## src/hw/rtl/kmn_pkg.sv

```systemverilog
package kmn_pkg;

    localparam int COORD_FIELDS  = 8;
    localparam int COORD_FIELD_W = 16;
    localparam int SLOT_W        = 3;
    localparam int INDEX_W       = 3;
    localparam int DIST_W        = 35;
    localparam int MASK_W        = 8;
    localparam int COUNT_W       = 4;
    localparam int CFG_IDX_W     = 1;
    localparam int CFG_DATA_W    = 8;

    localparam logic [CFG_IDX_W-1:0] CFG_DIMENSION_MASK = 1'b0;
    localparam logic [CFG_IDX_W-1:0] CFG_CLUSTER_COUNT  = 1'b1;

    localparam logic OP_LOAD     = 1'b0;
    localparam logic OP_CLASSIFY = 1'b1;

    localparam logic [MASK_W-1:0]  MASK_RESET  = 8'hff;
    localparam logic [COUNT_W-1:0] COUNT_RESET = 4'd8;

    typedef struct packed {
        logic                            op;
        logic [SLOT_W-1:0]               centroid_slot;
        logic signed [COORD_FIELD_W-1:0] coord_0;
        logic signed [COORD_FIELD_W-1:0] coord_1;
        logic signed [COORD_FIELD_W-1:0] coord_2;
        logic signed [COORD_FIELD_W-1:0] coord_3;
        logic signed [COORD_FIELD_W-1:0] coord_4;
        logic signed [COORD_FIELD_W-1:0] coord_5;
        logic signed [COORD_FIELD_W-1:0] coord_6;
        logic signed [COORD_FIELD_W-1:0] coord_7;
    } t_in_item;

    typedef struct packed {
        logic [INDEX_W-1:0] cluster_index;
        logic [DIST_W-1:0]  squared_distance;
    } t_out_item;

    // one squared-difference step travelling down the datapath
    typedef struct packed {
        logic valid;
        logic first;   // first dimension of a centroid
        logic last;    // last dimension of a centroid
        logic final_c; // last dimension of the last centroid
        logic active;  // dimension enabled in the mask
    } t_tag;

    typedef enum logic [2:0] {
        ST_IDLE,
        ST_LOAD,
        ST_SCAN,
        ST_DRAIN,
        ST_PUSH
    } t_state;

endpackage

```

## src/hw/rtl/kmn_stream_if.sv

```systemverilog
interface kmn_stream_if #(
    parameter type T = logic
);
    logic valid;
    logic ready;
    T     data;

    modport source (output valid, output data, input ready);
    modport sink   (input valid, input data, output ready);
endinterface

```

## src/hw/rtl/kmn_store.sv

```systemverilog
module kmn_store
    import kmn_pkg::*;
#(
    parameter int DEPTH   = 64,
    parameter int ADDR_W  = 6,
    parameter int COORD_W = 16
) (
    input  logic               i_clk,
    input  logic               i_we,
    input  logic [ADDR_W-1:0]  i_addr,
    input  logic [COORD_W-1:0] i_wdata,
    output logic [COORD_W-1:0] o_rdata
);

    logic [COORD_W-1:0] r_mem [DEPTH];
    logic [COORD_W-1:0] r_rdata;

    always_ff @(posedge i_clk) begin
        if (i_we) begin
            r_mem[i_addr] <= i_wdata;
        end
        r_rdata <= r_mem[i_addr];
    end

    assign o_rdata = r_rdata;

endmodule

```

## src/hw/rtl/kmn_sqdiff.sv

```systemverilog
module kmn_sqdiff
    import kmn_pkg::*;
#(
    parameter int COORD_W = 16,
    parameter int SQ_W    = 33
) (
    input  logic                      i_clk,
    input  logic                      i_rst_n,
    input  t_tag                      i_tag,
    input  logic signed [COORD_W-1:0] i_a,
    input  logic signed [COORD_W-1:0] i_b,
    output t_tag                      o_tag,
    output logic [SQ_W-1:0]           o_sq
);

    logic signed [COORD_W:0]     w_diff;
    logic signed [2*COORD_W+1:0] w_prod;
    t_tag                        r_tag;
    logic [SQ_W-1:0]             r_sq;

    assign w_diff = (COORD_W+1)'(i_a) - (COORD_W+1)'(i_b);
    assign w_prod = w_diff * w_diff;

    always_ff @(posedge i_clk) begin
        if (!i_rst_n) begin
            r_tag <= '0;
        end else begin
            r_tag <= i_tag;
        end
        // masked-off dimensions contribute nothing
        r_sq <= i_tag.active ? w_prod[SQ_W-1:0] : '0;
    end

    assign o_tag = r_tag;
    assign o_sq  = r_sq;

endmodule

```

## src/hw/rtl/kmn_accum.sv

```systemverilog
module kmn_accum
    import kmn_pkg::*;
#(
    parameter int SQ_W  = 33,
    parameter int ACC_W = 36,
    parameter int CI_W  = 3
) (
    input  logic              i_clk,
    input  logic              i_rst_n,
    input  t_tag              i_tag,
    input  logic [SQ_W-1:0]   i_sq,
    output logic              o_done,
    output logic [CI_W-1:0]   o_best_idx,
    output logic [ACC_W-1:0]  o_best_dist
);

    t_tag             r_tag;
    logic [ACC_W-1:0] r_acc;
    logic [CI_W-1:0]  r_cmp_c;
    logic [CI_W-1:0]  r_best_idx;
    logic [ACC_W-1:0] r_best_dist;
    logic             r_done;
    logic             w_take;

    // strict less keeps the lower index on ties
    assign w_take = (r_cmp_c == '0) || (r_acc < r_best_dist);

    always_ff @(posedge i_clk) begin
        if (!i_rst_n) begin
            r_tag   <= '0;
            r_cmp_c <= '0;
            r_done  <= 1'b0;
        end else begin
            r_tag  <= i_tag;
            r_done <= r_tag.valid && r_tag.last && r_tag.final_c;
            if (r_tag.valid && r_tag.last) begin
                r_cmp_c <= r_tag.final_c ? '0 : CI_W'(r_cmp_c + 1'b1);
            end
        end
        if (i_tag.valid) begin
            r_acc <= i_tag.first ? ACC_W'(i_sq) : r_acc + ACC_W'(i_sq);
        end
        if (r_tag.valid && r_tag.last && w_take) begin
            r_best_idx  <= r_cmp_c;
            r_best_dist <= r_acc;
        end
    end

    assign o_done      = r_done;
    assign o_best_idx  = r_best_idx;
    assign o_best_dist = r_best_dist;

endmodule

```

## src/hw/rtl/kmn_ctrl.sv

```systemverilog
module kmn_ctrl
    import kmn_pkg::*;
#(
    parameter int MAX_CLUSTERS = 8,
    parameter int DIMENSIONS   = 8,
    parameter int D_ACT        = 8,
    parameter int CI_W         = 3,
    parameter int DI_W         = 3,
    parameter int ADDR_W       = 6
) (
    input  logic               i_clk,
    input  logic               i_rst_n,
    input  logic               i_in_valid,
    input  logic               i_op,
    input  logic [SLOT_W-1:0]  i_slot,
    input  logic [COUNT_W-1:0] i_count,
    input  logic [MASK_W-1:0]  i_mask,
    input  logic               i_acc_done,
    input  logic               i_out_free,
    output logic               o_in_ready,
    output logic               o_we,
    output logic [ADDR_W-1:0]  o_addr,
    output logic [DI_W-1:0]    o_dim,
    output t_tag               o_tag,
    output logic               o_push
);

    t_state          r_state;
    t_state          n_state;
    logic [CI_W-1:0] r_c;
    logic [DI_W-1:0] r_d;
    logic [CI_W-1:0] r_last_c;
    logic            w_accept;
    logic            w_slot_ok;
    logic            w_last_d;
    logic            w_last_c;
    logic [CI_W-1:0] w_last_c_cfg;

    assign w_accept  = i_in_valid && (r_state == ST_IDLE);
    assign w_slot_ok = int'(i_slot) < MAX_CLUSTERS;
    assign w_last_d  = r_d == DI_W'(D_ACT - 1);
    assign w_last_c  = r_c == r_last_c;

    // zero counts as one, anything above the store size saturates
    always_comb begin
        if (i_count == '0) begin
            w_last_c_cfg = '0;
        end else if (int'(i_count) > MAX_CLUSTERS) begin
            w_last_c_cfg = CI_W'(MAX_CLUSTERS - 1);
        end else begin
            w_last_c_cfg = CI_W'(i_count - 1'b1);
        end
    end

    always_comb begin
        n_state = r_state;
        unique case (r_state)
            ST_IDLE: begin
                if (w_accept) begin
                    if (i_op == OP_CLASSIFY) begin
                        n_state = ST_SCAN;
                    end else if (w_slot_ok) begin
                        n_state = ST_LOAD;
                    end
                end
            end
            ST_LOAD: begin
                if (w_last_d) begin
                    n_state = ST_IDLE;
                end
            end
            ST_SCAN: begin
                if (w_last_d && w_last_c) begin
                    n_state = ST_DRAIN;
                end
            end
            ST_DRAIN: begin
                if (i_acc_done) begin
                    n_state = ST_PUSH;
                end
            end
            ST_PUSH: begin
                if (i_out_free) begin
                    n_state = ST_IDLE;
                end
            end
            default: n_state = ST_IDLE;
        endcase
    end

    always_comb begin
        o_in_ready    = 1'b0;
        o_we          = 1'b0;
        o_push        = 1'b0;
        o_tag         = '0;
        unique case (r_state)
            ST_IDLE:  o_in_ready = 1'b1;
            ST_LOAD:  o_we = 1'b1;
            ST_SCAN: begin
                o_tag.valid   = 1'b1;
                o_tag.first   = r_d == '0;
                o_tag.last    = w_last_d;
                o_tag.final_c = w_last_d && w_last_c;
                o_tag.active  = i_mask[r_d];
            end
            ST_DRAIN: ;
            ST_PUSH:  o_push = i_out_free;
            default: ;
        endcase
    end

    assign o_addr = ADDR_W'(r_c) * ADDR_W'(DIMENSIONS) + ADDR_W'(r_d);
    assign o_dim  = r_d;

    always_ff @(posedge i_clk) begin
        if (!i_rst_n) begin
            r_state <= ST_IDLE;
        end else begin
            r_state <= n_state;
        end
    end

    always_ff @(posedge i_clk) begin
        case (r_state)
            ST_IDLE: begin
                r_d      <= '0;
                r_c      <= (i_op == OP_LOAD) ? CI_W'(i_slot) : '0;
                r_last_c <= w_last_c_cfg;
            end
            ST_LOAD, ST_SCAN: begin
                if (w_last_d) begin
                    r_d <= '0;
                    r_c <= CI_W'(r_c + 1'b1);
                end else begin
                    r_d <= DI_W'(r_d + 1'b1);
                end
            end
            default: ;
        endcase
    end

endmodule

```

## src/hw/rtl/kmeans_nearest_centroid_assign_core.sv

```systemverilog
// nearest-centroid assignment for k-means
//
// i_in (valid/ready) takes one beat per item. op load writes the eight
// coordinates into the centroid slot given; op classify compares the point
// with centroids 0 .. cluster_count-1 and returns one beat on o_out with the
// nearest index (lower index wins ties) and the masked squared distance.
// i_cfg_we/i_cfg_index/i_cfg_data write the dimension mask (index 0) and
// the cluster count (index 1); write only while the block is idle.
//
// one squared-difference unit is shared: one dimension of one centroid per
// cycle, so a classify beat scans each dimension of each centroid in turn;
// the store read, the squared difference, the accumulator and the best
// compare are registered in turn, and i_in is ready again once the result
// is registered. a load beat writes min(DIMENSIONS, 8) words, one per cycle.
// the result sits in an output register; a stalled receiver only holds back
// the next classify once it finishes. reset clears control and sets the mask
// to all ones and the count to 8; the centroid store is not cleared and must
// be loaded before use.
module kmeans_nearest_centroid_assign_core
    import kmn_pkg::*;
#(
    parameter int MAX_CLUSTERS = 8,
    parameter int DIMENSIONS   = 8,
    parameter int COORD_WIDTH  = 16
) (
    input  logic                  i_clk,
    input  logic                  i_rst_n,
    input  logic                  i_cfg_we,
    input  logic [CFG_IDX_W-1:0]  i_cfg_index,
    input  logic [CFG_DATA_W-1:0] i_cfg_data,
    kmn_stream_if.sink            i_in,
    kmn_stream_if.source          o_out
);

    localparam int D_ACT  = (DIMENSIONS < COORD_FIELDS) ? DIMENSIONS : COORD_FIELDS;
    localparam int DEPTH  = MAX_CLUSTERS * DIMENSIONS;
    localparam int ADDR_W = (DEPTH > 1) ? $clog2(DEPTH) : 1;
    localparam int CI_W   = (MAX_CLUSTERS > 1) ? $clog2(MAX_CLUSTERS) : 1;
    localparam int DI_W   = (D_ACT > 1) ? $clog2(D_ACT) : 1;
    localparam int SQ_W   = 2 * COORD_WIDTH + 1;
    localparam int ACC_W  = SQ_W + 3;

    logic [MASK_W-1:0]      r_mask;
    logic [COUNT_W-1:0]     r_count;
    logic [COORD_WIDTH-1:0] r_point [D_ACT];
    logic [COORD_FIELD_W-1:0] w_raw [COORD_FIELDS];
    logic [COORD_WIDTH-1:0] w_coord [D_ACT];
    t_in_item               w_in;
    logic                   w_in_ready;
    logic                   w_accept;

    logic                   w_we;
    logic [ADDR_W-1:0]      w_addr;
    logic [DI_W-1:0]        w_dim;
    t_tag                   w_issue;
    logic                   w_push;
    logic [COORD_WIDTH-1:0] w_rdata;

    t_tag                   r_tag_a;
    logic [COORD_WIDTH-1:0] r_pa;
    t_tag                   w_tag_b;
    logic [SQ_W-1:0]        w_sq;
    logic                   w_acc_done;
    logic [CI_W-1:0]        w_best_idx;
    logic [ACC_W-1:0]       w_best_dist;

    logic                   r_out_valid;
    t_out_item              r_out;
    logic                   w_out_free;

    assign w_in     = i_in.data;
    assign w_accept = i_in.valid && w_in_ready;
    assign i_in.ready = w_in_ready;

    assign w_raw[0] = w_in.coord_0;
    assign w_raw[1] = w_in.coord_1;
    assign w_raw[2] = w_in.coord_2;
    assign w_raw[3] = w_in.coord_3;
    assign w_raw[4] = w_in.coord_4;
    assign w_raw[5] = w_in.coord_5;
    assign w_raw[6] = w_in.coord_6;
    assign w_raw[7] = w_in.coord_7;

    // low COORD_WIDTH bits of the field, field bits zero-extended when narrower
    always_comb begin
        logic [COORD_FIELD_W+COORD_WIDTH-1:0] ext;
        for (int i = 0; i < D_ACT; i++) begin
            ext        = {{COORD_WIDTH{1'b0}}, w_raw[i]};
            w_coord[i] = ext[COORD_WIDTH-1:0];
        end
    end

    always_ff @(posedge i_clk) begin
        if (w_accept) begin
            for (int i = 0; i < D_ACT; i++) begin
                r_point[i] <= w_coord[i];
            end
        end
    end

    always_ff @(posedge i_clk) begin
        if (!i_rst_n) begin
            r_mask  <= MASK_RESET;
            r_count <= COUNT_RESET;
        end else if (i_cfg_we) begin
            unique case (i_cfg_index)
                CFG_DIMENSION_MASK: r_mask  <= i_cfg_data[MASK_W-1:0];
                CFG_CLUSTER_COUNT:  r_count <= i_cfg_data[COUNT_W-1:0];
                default: ;
            endcase
        end
    end

    kmn_ctrl #(
        .MAX_CLUSTERS (MAX_CLUSTERS),
        .DIMENSIONS   (DIMENSIONS),
        .D_ACT        (D_ACT),
        .CI_W         (CI_W),
        .DI_W         (DI_W),
        .ADDR_W       (ADDR_W)
    ) u_ctrl (
        .i_clk      (i_clk),
        .i_rst_n    (i_rst_n),
        .i_in_valid (i_in.valid),
        .i_op       (w_in.op),
        .i_slot     (w_in.centroid_slot),
        .i_count    (r_count),
        .i_mask     (r_mask),
        .i_acc_done (w_acc_done),
        .i_out_free (w_out_free),
        .o_in_ready (w_in_ready),
        .o_we       (w_we),
        .o_addr     (w_addr),
        .o_dim      (w_dim),
        .o_tag      (w_issue),
        .o_push     (w_push)
    );

    kmn_store #(
        .DEPTH   (DEPTH),
        .ADDR_W  (ADDR_W),
        .COORD_W (COORD_WIDTH)
    ) u_store (
        .i_clk   (i_clk),
        .i_we    (w_we),
        .i_addr  (w_addr),
        .i_wdata (r_point[w_dim]),
        .o_rdata (w_rdata)
    );

    // point coordinate lines up with the registered store read
    always_ff @(posedge i_clk) begin
        if (!i_rst_n) begin
            r_tag_a <= '0;
        end else begin
            r_tag_a <= w_issue;
        end
        r_pa <= r_point[w_dim];
    end

    kmn_sqdiff #(
        .COORD_W (COORD_WIDTH),
        .SQ_W    (SQ_W)
    ) u_sqdiff (
        .i_clk   (i_clk),
        .i_rst_n (i_rst_n),
        .i_tag   (r_tag_a),
        .i_a     (r_pa),
        .i_b     (w_rdata),
        .o_tag   (w_tag_b),
        .o_sq    (w_sq)
    );

    kmn_accum #(
        .SQ_W  (SQ_W),
        .ACC_W (ACC_W),
        .CI_W  (CI_W)
    ) u_accum (
        .i_clk       (i_clk),
        .i_rst_n     (i_rst_n),
        .i_tag       (w_tag_b),
        .i_sq        (w_sq),
        .o_done      (w_acc_done),
        .o_best_idx  (w_best_idx),
        .o_best_dist (w_best_dist)
    );

    assign w_out_free = !r_out_valid || o_out.ready;

    always_ff @(posedge i_clk) begin
        if (!i_rst_n) begin
            r_out_valid <= 1'b0;
        end else if (w_push) begin
            r_out_valid <= 1'b1;
        end else if (o_out.ready) begin
            r_out_valid <= 1'b0;
        end
        if (w_push) begin
            r_out.cluster_index    <= INDEX_W'(w_best_idx);
            r_out.squared_distance <= DIST_W'(w_best_dist);
        end
    end

    assign o_out.valid = r_out_valid;
    assign o_out.data  = r_out;

endmodule

```

## src/flat_wrapper.sv

```systemverilog
// flat-port wrapper written by rule: the top's interface ports become plain ports
module kmeans_nearest_centroid_assign_core_flat import kmn_pkg::*;
#(
    parameter int MAX_CLUSTERS = 8,
    parameter int DIMENSIONS   = 8,
    parameter int COORD_WIDTH  = 16
)
  (i_clk, i_rst_n, i_cfg_we, i_cfg_index, i_cfg_data, i_in_valid, i_in_data, i_in_ready, o_out_valid, o_out_data, o_out_ready);
  kmn_stream_if #(.T(t_in_item)) i_in_i ();
  kmn_stream_if #(.T(t_out_item)) o_out_i ();
  input  logic i_clk;
  input  logic i_rst_n;
  input  logic i_cfg_we;
  input  logic [CFG_IDX_W-1:0] i_cfg_index;
  input  logic [CFG_DATA_W-1:0] i_cfg_data;
  input wire logic [$bits(i_in_i.valid)-1:0] i_in_valid;
  input wire logic [$bits(i_in_i.data)-1:0] i_in_data;
  output wire logic [$bits(i_in_i.ready)-1:0] i_in_ready;
  output wire logic [$bits(o_out_i.valid)-1:0] o_out_valid;
  output wire logic [$bits(o_out_i.data)-1:0] o_out_data;
  input wire logic [$bits(o_out_i.ready)-1:0] o_out_ready;
  assign i_in_i.valid = i_in_valid;
  assign i_in_i.data = i_in_data;
  assign i_in_ready = i_in_i.ready;
  assign o_out_valid = o_out_i.valid;
  assign o_out_data = o_out_i.data;
  assign o_out_i.ready = o_out_ready;
  kmeans_nearest_centroid_assign_core #(.MAX_CLUSTERS(MAX_CLUSTERS), .DIMENSIONS(DIMENSIONS), .COORD_WIDTH(COORD_WIDTH)) u_core (.i_clk(i_clk), .i_rst_n(i_rst_n), .i_cfg_we(i_cfg_we), .i_cfg_index(i_cfg_index), .i_cfg_data(i_cfg_data), .i_in(i_in_i), .o_out(o_out_i));
endmodule
```

## config.mk

```make
export PLATFORM = sky130hd
export DESIGN_NAME = kmeans_nearest_centroid_assign_core_flat
export DESIGN_NICKNAME = d
export VERILOG_FILES = /design/src/hw/rtl/kmn_pkg.sv /design/src/hw/rtl/kmn_stream_if.sv /design/src/hw/rtl/kmn_store.sv /design/src/hw/rtl/kmn_sqdiff.sv /design/src/hw/rtl/kmn_accum.sv /design/src/hw/rtl/kmn_ctrl.sv /design/src/hw/rtl/kmeans_nearest_centroid_assign_core.sv /design/src/flat_wrapper.sv
export SDC_FILE = /design/constraint.sdc
export NUM_CORES = 2
export LEC_CHECK = 0
export BUFFER_PORTS_ARGS = -buffer_cell sky130_fd_sc_hd__buf_2
export CAP_MARGIN = 10
export CORE_UTILIZATION = 57
export CTS_CLUSTER_DIAMETER = 150
export CTS_CLUSTER_SIZE = 28
export DETAILED_ROUTE_END_ITERATION = 12
export MAX_ROUTING_LAYER = met4
export PLACE_DENSITY = 0.77
export RECOVER_POWER = 100
export SLEW_MARGIN = 20
export SYNTH_ARGS = -nofsm -noshare
export SYNTH_HDL_FRONTEND = slang
export SYNTH_HIERARCHICAL = 1
export SYNTH_SLANG_ARGS = --single-unit
```

## constraint.sdc

```tcl
create_clock -name i_clk -period 7.35 [get_ports i_clk]
set_input_delay 1.47 -clock i_clk [delete_from_list [all_inputs] [get_ports i_clk]]
set_output_delay 1.47 -clock i_clk [all_outputs]
set_load 0.005 [all_outputs]
```

== Word-level counts from Yosys, hierarchy flattened ==
Memories as Yosys holds them, arrays and structs flattened. A register that Yosys moved wholly into a read port is not among the register bits.
Index checks and enable logic that the tools add are counted.
W data, S select, Z words.

* Add/subtract/negate cells: 7
* Multiply operators: 1
* Magnitude comparators: 3
* Equality and inequality tests: 12
* Mux-type cells: 28
* Bitwise gates (word level): 1
* Reduce and logical (&&, ||, !) cells: 21

{| class="wikitable"
|+ Operators by type and width
! kind !! number
|-
| $add A36 B33 Y36 || 1
|-
| $lt A36 B36 Y1 || 1
|-
| $mul A17 B17 Y33 || 1
|-
| $mux W3 || 11
|-
| $mux W33 || 1
|-
| $sub A16 B16 Y17 || 1
|-
| $pmux W3 S5 || 1
|-
| $ne A2 B2 Y1 const B || 6
|-
| $pmux W3 S2 || 2
|-
| $mux W1 || 10
|-
| $add A3 B1 Y3 const B || 3
|-
| $logic_not A3 Y1 || 3
|-
| $reduce_and A2 Y1 || 4
|-
| $add A6 B3 Y6 || 1
|-
| $eq A3 B2 Y1 const B || 2
|-
| $eq A3 B3 Y1 const B || 2
|-
| $logic_and A1 B1 Y1 || 6
|-
| $mux W5 || 1
|-
| $reduce_and A5 Y1 || 1
|-
| $gt A4 B4 Y1 const B || 1
|-
| $logic_not A4 Y1 || 1
|-
| $lt A3 B4 Y1 const B || 1
|-
| $reduce_bool A2 Y1 || 2
|-
| $bmux W1 S3 || 1
|-
| other kinds (8) || 9
|}

* Register bits after elaboration: 203
* RAM bits: 1,152
* Input port bits: 146
* Output and inout bits: 40
* Word-level logic and storage cells: 104
* Memories: 2

{| class="wikitable"
|+ Memory list
! name !! depth !! width !! rd ports !! clocked after memory_dff !! wr ports !! line !! source
|-
| u_core.u_store.r_mem || 64 || 16 || 1 || 1 || 1 || kmn_store.sv:15 || <nowiki>logic [COORD_W-1:0] r_mem [DEPTH];</nowiki>
|-
| u_core.r_point || 8 || 16 || 1 || 1 || 8 || kmeans_nearest_centroid_assign_core.sv:45 || <nowiki>logic [COORD_WIDTH-1:0] r_point [D_ACT];</nowiki>
|}

== Longest topological paths before layout ==
* Word-level depth: 5
* Depth in mapped cells: 33
* Depth with buffers taken out: 31

== Cells and area by module ==
Netlist, hierarchy kept.

{| class="wikitable"
|+ By module, submodules not included
! module !! times used !! cells each !! area each (um^2)
|-
| kmn_store || 1 || 2,264 || 39,480.4
|-
| kmn_sqdiff || 1 || 1,249 || 11,379.7
|-
| kmeans_nearest_centroid_assign_core || 1 || 308 || 7,049.3
|-
| kmn_accum || 1 || 555 || 5,576.6
|-
| kmn_ctrl || 1 || 86 || 882.1
|}

== Worst setup path after synthesis ==
Ideal clock, no wire load.

* Path kind: register to register
* From: register u_core.r_pa[0], read port of u_core.r_point
* To: register u_core.u_sqdiff.r_sq[32], in the netlist u_core/u_sqdiff/o_sq[32]
* Library setup time: 0.123 ns
* Data arrival time: 7.534 ns
* Path slack: -0.308 ns
* Stages on the path, launching flop included: 32
* Period minus slack after synthesis: 7.658 ns
* Cell sequence: dfxtp_1 inv_1 ha_1 inv_1 fa_1 a21o_1 a211oi_2 a211oi_1 or2_1 nor2_1 xnor2_1 clkbuf_1 nand2_1 fa_1 inv_1 fa_1 inv_1 fa_1 inv_1 fa_1 fa_1 inv_1 fa_1 inv_1 ha_1 and3_4 and2_1 a221o_1 a21oi_4 nand3_1 a221o_1 mux2_1

* Word-level cells in the longest chain between the ends: 2

{| class="wikitable"
|+ RTL lines
! item !! line !! source
|-
| start: declaration || kmeans_nearest_centroid_assign_core.sv:60 || <nowiki>logic [COORD_WIDTH-1:0] r_pa;</nowiki>
|-
| $sub A16 B16 Y17 || kmn_sqdiff.sv:21 || <nowiki>assign w_diff = (COORD_W+1)'(i_a) - (COORD_W+1)'(i_b);</nowiki>
|-
| $mul A17 B17 Y33 || kmn_sqdiff.sv:22 || <nowiki>assign w_prod = w_diff * w_diff;</nowiki>
|-
| end signal: assignment || kmn_sqdiff.sv:31 || <nowiki>r_sq <= i_tag.active ? w_prod[SQ_W-1:0] : '0;</nowiki>
|-
| end: declaration || kmn_sqdiff.sv:19 || <nowiki>logic [SQ_W-1:0] r_sq;</nowiki>
|}

No other way between the ends.
A chain may end at the register's enable or synchronous reset.

== Worst setup path after layout ==
Same ends and word-level chain as after synthesis.

==> impl_metrics.xml <==
<?xml version="1.0" encoding="UTF-8"?>
<metrics>
  <group name="outcome">
    <metric name="run_status" unit="">finished, violations left</metric>
    <metric name="violations_in_the_final_reports" unit="">negative setup slack</metric>
  </group>
  <group name="cells_and_area">
    <metric name="drive_gt1_share" unit="%">15.0</metric>
    <metric name="fill_cell_count" unit="">7884</metric>
    <metric name="layout.nets" unit="">5338</metric>
    <metric name="synthToLayoutAreaGrowth" unit="%">9.37</metric>
    <metric name="utilization" unit="%">63.2</metric>
    <metric name="multiInputGateArea" unit="um^2">22000</metric>
    <metric name="sequential_cell_area" unit="um^2">40200</metric>
    <metric name="layout.cells.non_filler" unit="">6290</metric>
    <metric name="postLayoutCellArea" unit="um^2">70400</metric>
  </group>
  <group name="worst_setup_path">
    <metric name="critical_path.most_common_cell" unit="">fa_1</metric>
    <metric name="crit_path_start" unit="">u_core/r_pa[0]$_DFF_P_</metric>
    <metric name="worst-r2r-cell-count" unit="">28</metric>
    <metric name="critical_path.startpoint_type" unit="">flop</metric>
    <metric name="setup.worst_path.end_class" unit="">flop</metric>
    <metric name="timing.setup.critical_path_class" unit="">flop to flop</metric>
    <metric name="critical-path-max-stage-delay" unit="ns">0.55</metric>
    <metric name="worst_path_max_delay_cell" unit="">fa_1</metric>
    <metric name="critical_path_required" unit="ns">7.93</metric>
    <metric name="worstPathMaxFanout" unit="">5</metric>
    <metric name="regToRegStartpoint" unit="">u_core/r_pa[0]$_DFF_P_</metric>
    <metric name="timing.critical_path.arrival" unit="ns">8.05</metric>
  </group>
  <group name="sta">
    <metric name="min_period_over_period" unit="%">102</metric>
    <metric name="setup_viol" unit="">2</metric>
    <metric name="hold_violations" unit="">0</metric>
    <metric name="worst-slew-pin-transition" unit="ns">1.14</metric>
    <metric name="max_freq" unit="MHz">134</metric>
    <metric name="maxSlewViolCount" unit="">0</metric>
    <metric name="relSlewSlack" unit="%">23.9</metric>
    <metric name="worst_slack" unit="ns">-0.125</metric>
    <metric name="finalWorstPathRequiredPeriod" unit="ns">7.48</metric>
    <metric name="finClkSkew" unit="ns">0.0901</metric>
    <metric name="final.hold.worst_slack" unit="ns">0.432</metric>
    <metric name="grt_setup_unrepaired" unit="">yes</metric>
  </group>
  <group name="synthesis">
    <metric name="avgSynthCellArea" unit="um^2">14.4</metric>
    <metric name="synthesized_nets" unit="">5042</metric>
    <metric name="syn-cell-area" unit="um^2">64300</metric>
    <metric name="postSynthCellCount" unit="">4460</metric>
    <metric name="yosys_synthesis_warning_count" unit="">6</metric>
  </group>
  <group name="global_route">
    <metric name="largest_net_degree_at_the_start_of_global_routing" unit="">106</metric>
    <metric name="first_global_vias" unit="">39200</metric>
    <metric name="number_of_antenna_violations_at_the_first_check_in_global_routing" unit="">12</metric>
    <metric name="total_track_usage" unit="%">28.6</metric>
    <metric name="grt_first_pass_wirelength" unit="um">237000</metric>
    <metric name="grt.overflow.total" unit="">0</metric>
  </group>
  <group name="run">
    <metric name="drv.max_cap_violation_count" unit="">0</metric>
  </group>
  <group name="worst_hold_path">
    <metric name="hold_class" unit="">flop to flop</metric>
    <metric name="hold-path-cell-count" unit="">0</metric>
    <metric name="holdCritStartpoint" unit="">u_core/u_accum/o_best_idx[0]$_DFFE_PP_</metric>
  </group>
  <group name="placement">
    <metric name="port-buffer-count" unit="">185</metric>
    <metric name="placed_cells" unit="">6170</metric>
    <metric name="hpwl" unit="um">103000</metric>
    <metric name="routabilityCongestion" unit="">0.992</metric>
    <metric name="place_area" unit="um^2">68300</metric>
  </group>
  <group name="drt">
    <metric name="met2RoutedLength" unit="um">77800</metric>
    <metric name="top_layer_used" unit="">met4</metric>
    <metric name="detail_route.wirelength" unit="um">158000</metric>
    <metric name="detailroute.via_count" unit="">39300</metric>
    <metric name="ant_nets" unit="">0</metric>
    <metric name="drtIter0Drc" unit="">4753</metric>
    <metric name="avgRoutedWirePerCell" unit="um">25.1</metric>
    <metric name="viasPerCell" unit="">6.24</metric>
    <metric name="drt_pass1_iterations" unit="">6</metric>
    <metric name="wl_met3" unit="um">13500</metric>
    <metric name="remaining_drc_errors" unit="">0</metric>
    <metric name="routedLengthMet1" unit="um">59400</metric>
  </group>
  <group name="floorplan">
    <metric name="floorplan.io_pins" unit="">186</metric>
    <metric name="die_h" unit="um">338</metric>
    <metric name="core-area" unit="um^2">111000</metric>
    <metric name="fp.dieArea" unit="um^2">114000</metric>
    <metric name="initial_core_util" unit="%">57.8</metric>
    <metric name="die_x" unit="um">338</metric>
    <metric name="fp-row-count" unit="">122</metric>
  </group>
  <group name="cts">
    <metric name="clk_pin_slew" unit="ns">0.11</metric>
    <metric name="tritoncts_num_sinks" unit="">1370</metric>
    <metric name="clock_latency" unit="ns">0.74</metric>
    <metric name="total_clock_buffers_created_by_cts" unit="">56</metric>
    <metric name="post_cts_hold_buffer_count" unit="">0</metric>
    <metric name="ctsLongestPathBuffers" unit="">3</metric>
    <metric name="cts-htree-levels" unit="">2</metric>
    <metric name="cts_root_buf" unit="">clkbuf_16</metric>
    <metric name="tritoncts" unit="">yes</metric>
  </group>
</metrics>
[worst max-delay path: cells and delay by family (launching register included)]
kind                       cells  cell delay [ns]
buffers and inverters          5             0.53
and+or+nand+nor                3             0.41
muxes                          1             0.30
xor gates and xnor gates       1             0.23
AOI/OAI and AO/OA              9             1.79
DFF                            1             0.33
adders and majority gates      9             3.74
[routing by layer]
metal / global-route usage, % / up-vias
li1: - / 17200
met1: 36.0 / 19600
met2: 46.6 / 2016
met3: 3.84 / 386
met4: 12.5 / 0
met5: - / -
[cell type report]
| class | count | share of cell area [%] |
|---|---|---|
| antenna | 12 | 0.0427 |
| clock buffer | 86 | 2.18 |
| clock inverter | 6 | 0.167 |
| inverter | 391 | 2.10 |
| multi-input combinational | 2468 | 31.3 |
| sequential | 1370 | 57.1 |
| tap | 1488 | 2.65 |
| timing repair buffer | 469 | 4.50 |
[state kept, by name (all words and copies together) (netlist names), 4 cells and up]
register                    flops
u_core/r_mask                   8
u_core/r_pa                    16
u_core/o_out.data              38
u_core/u_sqdiff/o_sq           32
u_core/u_store/o_rdata         16
u_core/r_tag_a                  5
u_core/r_point                128
u_core/u_store/r_mem         1024
u_core/r_count                  4
u_core/u_accum/o_best_dist     36
u_core/u_accum/r_acc           36
u_core/u_sqdiff/o_tag           4
[worst paths after layout]
check | slack (ns) | end
setup / recovery | -0.13 | u_core/u_sqdiff/o_sq[32]$_SDFF_PN0_
hold / removal | 0.43 | u_core/o_out.data[35]$_DFFE_PP_
setup reg to reg | -0.13 | u_core/u_sqdiff/o_sq[32]$_SDFF_PN0_
hold reg to reg | 0.43 | u_core/o_out.data[35]$_DFFE_PP_
[metrics by stage]
step                      TNS (ns)  setup WS [ns]
after detailed placement     -2.84         -0.406
after CTS                   -0.153        -0.0988
after floorplan                  0       0.000813
after global routing         -2.28         -0.353
after global placement       -1.76         -0.316
final                       -0.174         -0.125
[layout by cell type (no fill, tap or decap), drive strengths merged, types with 11 or more instances in the layout]
cell type and n:
buf 469, a31oi 31, xor2 23, diode 12
a22o 23, o21a 26, o22ai 62, and2 48
nand3b 12, nor2 291, nand4 22, clkbuf 86
nand2b 24, nor3 37, mux4 40, mux2i 167
nand2 206, o211ai 21, a221oi 107, xnor2 44
nor2b 22, o22a 28, mux2 38, a21o 47
nand3 27, o221ai 15, and3 14, a211oi 37
a21oi 161, edfxtp 1274, o21ai 120, or4 14
dfxtp 96, inv 394, a21boi 11, a22oi 196
fa 266, ha 170
[timing repair]
item                       in CTS  in global routing
setup endpoints to repair      12                 19
setup buffers                  10                  6
pin swaps                      20                 20
gates cloned                    0                  0
resized for setup              36                 43
Power is left out: the tool's default activity adds up to more than one toggle a clock period on the data nets, which glitch-free logic cannot reach.
